<file path="src/wia_pkg.sv">
// ---------------------------------------------------------------------------
// wia_pkg
// Shared types, operation codes and helpers for the wide integer ALU.
// ---------------------------------------------------------------------------
package wia_pkg;

  localparam int LimbW = 64;
  localparam int NLimb = 8;
  localparam int WideW = LimbW * NLimb;
  localparam int DefMaxLimbs = 8;

  typedef enum logic [4:0] {
    OP_ADD = 5'd0, OP_SUB = 5'd1, OP_MUL = 5'd2, OP_DIV = 5'd3, OP_MOD = 5'd4,
    OP_AND = 5'd5, OP_OR = 5'd6, OP_XOR = 5'd7, OP_SHL = 5'd8, OP_SHR = 5'd9,
    OP_NEG = 5'd10, OP_NOT = 5'd11, OP_EQ = 5'd12, OP_NE = 5'd13,
    OP_LT = 5'd14, OP_GT = 5'd15, OP_LE = 5'd16, OP_GE = 5'd17
  } op_t;

  typedef struct packed {
    logic [4:0]  operation;
    logic [9:0]  bit_count;
    logic        signed_compare;
    logic [63:0] a_limb;
    logic [63:0] b_limb;
    logic        last_limb;
  } in_beat_t;

  typedef struct packed {
    logic [63:0] result_limb;
    logic        last_result;
    logic        error_code;
  } out_beat_t;

  // controller to datapath
  typedef struct packed {
    logic load;      // store incoming limb
    logic start;     // set up the operation
    logic step;      // one iteration of divide or multiply
    logic finish;    // form final result
    logic shift_out; // move to next result limb
    logic clear;     // clear operand stores
  } dp_cmd_t;

  // datapath to controller
  typedef struct packed {
    logic       iterative; // op needs the multi-cycle unit
    logic       iter_done;
    logic [3:0] nres;
  } dp_stat_t;

  // work width as log2 (3..9)
  function automatic logic [3:0] work_log2(input logic [9:0] bits);
    if (bits <= 10'd8) return 4'd3;
    else if (bits <= 10'd16) return 4'd4;
    else if (bits <= 10'd32) return 4'd5;
    else if (bits <= 10'd64) return 4'd6;
    else if (bits <= 10'd128) return 4'd7;
    else if (bits <= 10'd256) return 4'd8;
    return 4'd9;
  endfunction

endpackage

</file>
<file path="src/wia_ctrl.sv">
// ---------------------------------------------------------------------------
// wia_ctrl
// Sequencer: collects limbs, runs the iterative unit, sends result beats.
// ---------------------------------------------------------------------------
module wia_ctrl (
  input  logic              clk,
  input  logic              rst,
  input  logic              in_valid,
  input  logic              in_last,
  output logic              in_stall,
  output logic              out_valid,
  output logic              out_last,
  input  logic              out_stall,
  output wia_pkg::dp_cmd_t  cmd,
  input  wia_pkg::dp_stat_t stat
);
  import wia_pkg::*;

  typedef enum logic [4:0] {
    S_COLLECT = 5'b00001,
    S_SETUP   = 5'b00010,
    S_ITER    = 5'b00100,
    S_FINISH  = 5'b01000,
    S_SEND    = 5'b10000
  } state_t;

  state_t     state, state_next;
  logic [3:0] sent;

  logic in_acc, out_acc;
  assign in_acc   = in_valid && !in_stall;
  assign out_acc  = out_valid && !out_stall;
  assign in_stall = (state != S_COLLECT);
  assign out_valid = (state == S_SEND);
  assign out_last  = (state == S_SEND) && (sent + 4'd1 == stat.nres);

  // next state
  always_comb begin
    state_next = state;
    unique case (state)
      S_COLLECT: if (in_acc && in_last) state_next = S_SETUP;
      S_SETUP:   state_next = stat.iterative ? S_ITER : S_FINISH;
      S_ITER:    if (stat.iter_done) state_next = S_FINISH;
      S_FINISH:  state_next = S_SEND;
      S_SEND:    if (out_acc && out_last) state_next = S_COLLECT;
      default:   state_next = S_COLLECT;
    endcase
  end

  always_comb begin
    cmd.load      = in_acc;
    cmd.start     = (state == S_SETUP);
    cmd.step      = (state == S_ITER);
    cmd.finish    = (state == S_FINISH);
    cmd.shift_out = out_acc;
    cmd.clear     = out_acc && out_last;
  end

  always_ff @(posedge clk) begin
    if (rst) begin
      state <= S_COLLECT;
      sent  <= '0;
    end else begin
      state <= state_next;
      if (state == S_FINISH) sent <= '0;
      else if (out_acc) sent <= sent + 4'd1;
    end
  end

`ifndef ASSERT_OFF
  a_onehot: assert property (@(posedge clk) disable iff (rst) $onehot(state))
    else $error("state not one-hot");
  a_last_in_range: assert property (@(posedge clk) disable iff (rst)
    out_valid |-> sent < stat.nres) else $error("result count overrun");
  a_no_take_busy: assert property (@(posedge clk) disable iff (rst)
    (state == S_SEND) |-> in_stall) else $error("input taken while sending");
`endif

endmodule

</file>
<file path="config.mk">
export PLATFORM = sky130hd
export DESIGN_NAME = wia_ctrl
export DESIGN_NICKNAME = d
export VERILOG_FILES = /design/src/wia_pkg.sv /design/src/wia_ctrl.sv
export SDC_FILE = /design/constraint.sdc
export NUM_CORES = 1
export LEC_CHECK = 0
export ABC_AREA = 1
export BUFFER_PORTS_ARGS = -buffer_cell sky130_fd_sc_hd__buf_2
export CAP_MARGIN = 20
export CORE_MARGIN = 2
export CORE_UTILIZATION = 30
export DETAILED_ROUTE_END_ITERATION = 7
export PLACE_DENSITY = 0.59
export SETUP_SLACK_MARGIN = 0.15
export SYNTH_ARGS = -nofsm -noshare
export SYNTH_HDL_FRONTEND = slang
export SYNTH_SLANG_ARGS = --single-unit
export TNS_END_PERCENT = 1
</file>
<file path="constraint.sdc">
create_clock -name clk -period 1.7 [get_ports clk]
set_input_delay 0.34 -clock clk [delete_from_list [all_inputs] [get_ports clk]]
set_output_delay 0.34 -clock clk [all_outputs]
set_load 0.01 [all_outputs]
</file>
# Yosys cells after proc, flatten, opt, wreduce, memory -nomap -nowiden
# Index checks and enable logic that the tools add are counted.
dict set report totals {
  ff_bits 9
  input_bits 11
  output_inout_bits 9
}
dict set report classes {
  n_addsub 1
  n_eq_ne 10
  muxes 5
  n_reduce_logical 9
}
# op count
set ops {}
lappend ops {{5-bit one-hot mux with 5 select lines} 1}
lappend ops {{5-bit 2-to-1 mux} 3}
lappend ops {{5-bit by 1-bit == test with 1-bit output (second input constant)} 1}
lappend ops {{5-bit by 2-bit == test with 1-bit output (second input constant)} 1}
lappend ops {{5-bit by 3-bit == test with 1-bit output (second input constant)} 1}
lappend ops {{5-bit by 4-bit == test with 1-bit output (second input constant)} 1}
lappend ops {{5-bit == test (second input constant)} 1}
lappend ops {{1-bit logical AND} 5}
lappend ops {{5-bit by 1-bit != test with 1-bit output (second input constant)} 1}
lappend ops {{4-bit by 1-bit adder with 4-bit output (second input constant)} 1}
lappend ops {{4-bit == test} 1}
lappend ops {{4-bit 2-to-1 mux} 1}
lappend ops {{2-bit by 1-bit != test with 1-bit output (second input constant)} 2}
lappend ops {{3-bit AND reduction} 1}
lappend ops {{1-bit zero test} 2}
lappend ops {{2-bit != test (second input constant)} 1}
lappend ops {{2-bit OR reduction} 1}

# Logic depth before layout (Yosys ltp)
dict set report logic_depth {
  depth_word 6
  depth_mapped 11
}

# Worst setup path before layout
# No wires, ideal clock.
dict set report synth_timing {
  path_kind {reg2out}
  from {register sent[0]}
  to {output cmd[0] (netlist bit)}
  t_arrival_ns 1.162
  required_time_ns 1.360
  setup_slack_ns 0.198
  stages_incl_launch_ff 10
  cell_sequence {dfxtp_1 > ha_1 > inv_1 > nand2_1 > nand2_1 > nor2_2 > nand2_1 > nor2_2 > nand3_2 > inv_1}
}
# item line_no
set synth_lines {}
lappend synth_lines {{start, declared} wia_ctrl.sv:28} ;# logic [3:0] sent;
lappend synth_lines {{start signal, assigned} wia_ctrl.sv:66} ;# else if (out_acc) sent <= sent + 4'd1;
lappend synth_lines {{end, declared} wia_ctrl.sv:14} ;# output wia_pkg::dp_cmd_t cmd,

==> results.txt <==
The flow ran to the end, but the final reports show violations. The final reports fail on negative setup slack. The final cycle utilization of the critical path is 109%. The biggest area contributor in the post-synthesis netlist is dfxtp_1. The worst-case clock skew came out at 0.00586 ns. The slew at the pin closest to its max-slew limit came out at 0.227 ns.

The final critical-path required period came out at 1.85 ns. The power consumption came out at roughly 470 uW. Along the worst hold path, the cell count comes to 2. The number of sinks handled by clock tree synthesis came out at 9. VDD sags by at most 0.234 mV. Sorting the synthesized cells by area gives the leading types as dfxtp_1 28%, nand2_1 16%, inv_1 11%. The setup slack of the worst register-to-register path is about 0.080 ns. The net count reported at finish is 136. The worst-skew pair later-pin latency is 0.27 ns. The area enclosed by the die boundary is 0.00249 sq mm.

The I/O pin total is 20. Routability-driven placement finished with a final weighted congestion of roughly 0.74. Input and output buffers added on the ports amount to 19. The primary flip-flop cell chosen by synthesis mapping is dfxtp_1. The average footprint of a synthesized cell is 6.46 sq um. The number of endpoints with negative hold slack in the final report came out at 0. The number of placed instances, taps included is 143. After synthesis the cells add up to 633 sq um. The die width came out at roughly 50 um. The sum of overflow across all layers after global routing came out at 0.

For this run, the number of Yosys warnings is 0. The data required time at the worst endpoint came out at ~1.4 ns. The area added between synthesis and finish is 34.0%.

The part of the Yosys area used for sequential elements came out at 28.5%. The number of distinct standard cells referenced by the synthesized netlist is 22. The worst slew slack as a fraction of its limit came out at approximately 85%. The number of antenna-violating nets in the routed design came out at 0.

The maximum count of clock buffers along a single path is 2. After synthesis, the most frequently instantiated cells are 27 x nand2_1, 18 x inv_1, 9 x dfxtp_1, 7 x nor2_1, 5 x nand3_1. The destination of the worst register-to-register timing path is state[3].

The type of the worst min-delay path is primary input to flop. In this run the power density over the cells is 553 mW/mm^2. Setup repair after global routing could not meet its margin everywhere. The initial antenna violation count was 0.

The global-route wire length before repair is 2380 um. The post-place setup slack came out at 0.0776 ns. The number of max-capacitance violations reported came out at 0. The number of buffers inserted for hold repair after clock tree synthesis is 0.

In this run the worst path has a maximum fanout of 2. Counting flops with an async set or reset pin after synthesis yields a share of 0%. In this run the worst setup path terminates at cmd[0]. The number of DRC markers in iteration 0 is 5.

The static leakage is between 0.0004 and 0.0005 uW. The synthesized instance count came out at 98. The count of non-filler cells in the finished layout came out at 150.

Per report_power, the clock group accounts for 36.9% of the total. The internal power consumption is 338 uW. Cells with a size suffix above 1 make up 43.9% of the layout. The via count of the first global-routing pass is 573. The most frequent cell after synthesis is nand2_1. The count of TritonRoute iterations in the first routing pass came out at 4. The number of pins with negative max-slew slack in the final report is 0. The clock-pin slew of the registers on the worst-case setup and hold paths came out at 0.07 ns. The final layout contains routed wiring with a total length of 1420 um.

The endpoint type of the worst setup path is a primary output. The via density per instance is approximately 4.3. The sequential cell fraction of total power came out at 46.7%.

Of the total power, the share spent switching nets is 28.0%. The net count after synthesis is 110. The portion of total power attributed to combinational logic came out at between 10% and 20%.

The minimum setup slack in the final design came out at -0.148 ns. The register bit total from synthesis came out at 9. The number of enable flip-flop cells after synthesis is 0. The analysis attributes to net switching a power of 131 uW. The source of the critical timing path is sent[1].

The placeable core region came out at 0.00198 sq mm. The placed wire-length estimate came out at 1090 um. After detailed routing, the average wire length per cell comes to 9.46 um. The number of vias after detailed routing came out at 651. For this run, the top clock speed supported by timing is roughly 0.54 GHz. The worst reg2reg path depth came out at 13. The worst setup path is launched from a flop. The final sum of negative setup slack is -0.285 ns.

In this run the critical register-to-register path is launched from sent[1]. The number of H-tree branching levels is 1. The total routing usage reported by global routing is 12.5%. The clock buffer count from CTS came out at 3. The number of standard-cell rows in the floorplan is 16. TritonCTS built the clock tree. The data arrival time of the critical path came out at 1.51 ns. The number of antenna cells inserted is 0. Entering global routing, the biggest net connects 9 pins. The area share of the largest cell type after synthesis is 28.5%. The die height is approximately 50 um. The worst setup path category is flop to primary output.

The setup-violating endpoint count in the final report is 2. The residual DRC count came out at 0. CTS placed an instance of clkbuf_4 at the clock tree root.

The initial core utilization came out at 31.9%.
## worst max-delay path, cell delays in order (launching register included)
cell and delay [ns]:
dfxtp_4 0.35, ha_4 0.26, inv_2 0.03, nand2_1 0.05
nand2_1 0.06, nor2_2 0.07, nand2_1 0.06, nor2_2 0.10
nand3_2 0.09, inv_2 0.07, buf_6 0.09
## power by group through the flow
| stage | registers, uW | logic (uW) | clock network [uW] |
|---|---|---|---|
| global route | 219 | 86.8 | 192 |
| floorplan | 223 | 45.7 | 0 |
| CTS | 218 | 76.0 | 175 |
| finish | 219 | 77.0 | 173 |
| global placement | 224 | 68.9 | 0 |
| detailed placement | 224 | 70.1 | 0 |
## state kept, by name (all words and copies together), names as in the netlist
name and count:
sent 4, state 5
## worst min-delay path by stage
stage / from / to
CTS: rst / state[3]
detailed placement: sent[2] / sent[2]
floorplan: rst / state[3]
global route: rst / state[3]
global placement: sent[2] / sent[2]
finish: rst / state[3]
## kinds of logic (layout without fill, tap and decap cells)
kind of cell / count (synthesis) / in the layout / synth area share (%)
AO/OA/AOI/OAI: 7 / 7 / 6.72
adder cells (fa/ha/maj): 1 / 1 / 1.98
AND/OR/NAND/NOR: 56 / 56 / 46.1
flip-flops: 9 / 9 / 28.5
buffers and inverters: 25 / 50 / 16.8
## per-stage QoR
stage	instance area, sq um	hold WS (ns)	util (%)
after global routing	848	0.296	42.8
final	848	0.291	42.8
after floorplan	633	0.406	-
after CTS	822	0.284	41.5
after detailed placement	754	0.497	38.1
after global placement	754	0.498	38.1
## what timing repair did
item / 4_1_cts / 5_1_grt
setup buffers: 2 / 1
resized for setup: 9 / 7
endpoints found under the hold margin: 0 / 0
pin swaps: 7 / 5
setup endpoints to repair: 4 / 10
## placed cells by master, fill, tap and decap left out, types with 3 or more instances in the layout
cell type / netlist / routed
nor2_4: 3 / 3
nand4_1: 3 / 3
nand3_2: 2 / 3
nor2_2: 3 / 4
buf_2: 0 / 18
nand3_1: 5 / 4
inv_2: 4 / 8
a211oi_1: 3 / 3
dfxtp_1: 9 / 4
nor2_1: 7 / 6
a21oi_1: 3 / 3
clkbuf_4: 0 / 3
inv_1: 18 / 14
nand2_1: 27 / 27
buf_4: 2 / 4
dfxtp_2: 0 / 4
## metal layers
layer / wire, um / share of wire [%] / GRT usage (%) / vias to the layer above
met1: 647 / 46 / 15.7 / 279
met2: 678 / 48 / 20.2 / 19
li1: - / - / - / 349
met4: 27 / 1.9 / 6.94 / 0
met5: 0 / 0 / 0 / -
met3: 65 / 4.6 / 1.82 / 4
## cell type report
cell class,count,area [sq um]
Multi-Input combinational cell,64,377
Inverter,23,91.3
Clock buffer,4,26.3
Sequential cell,9,189
Tap cell,27,33.8
Timing Repair Buffer,23,131
Fill cell,214,1130
Power figures use the tool's default switching activity.
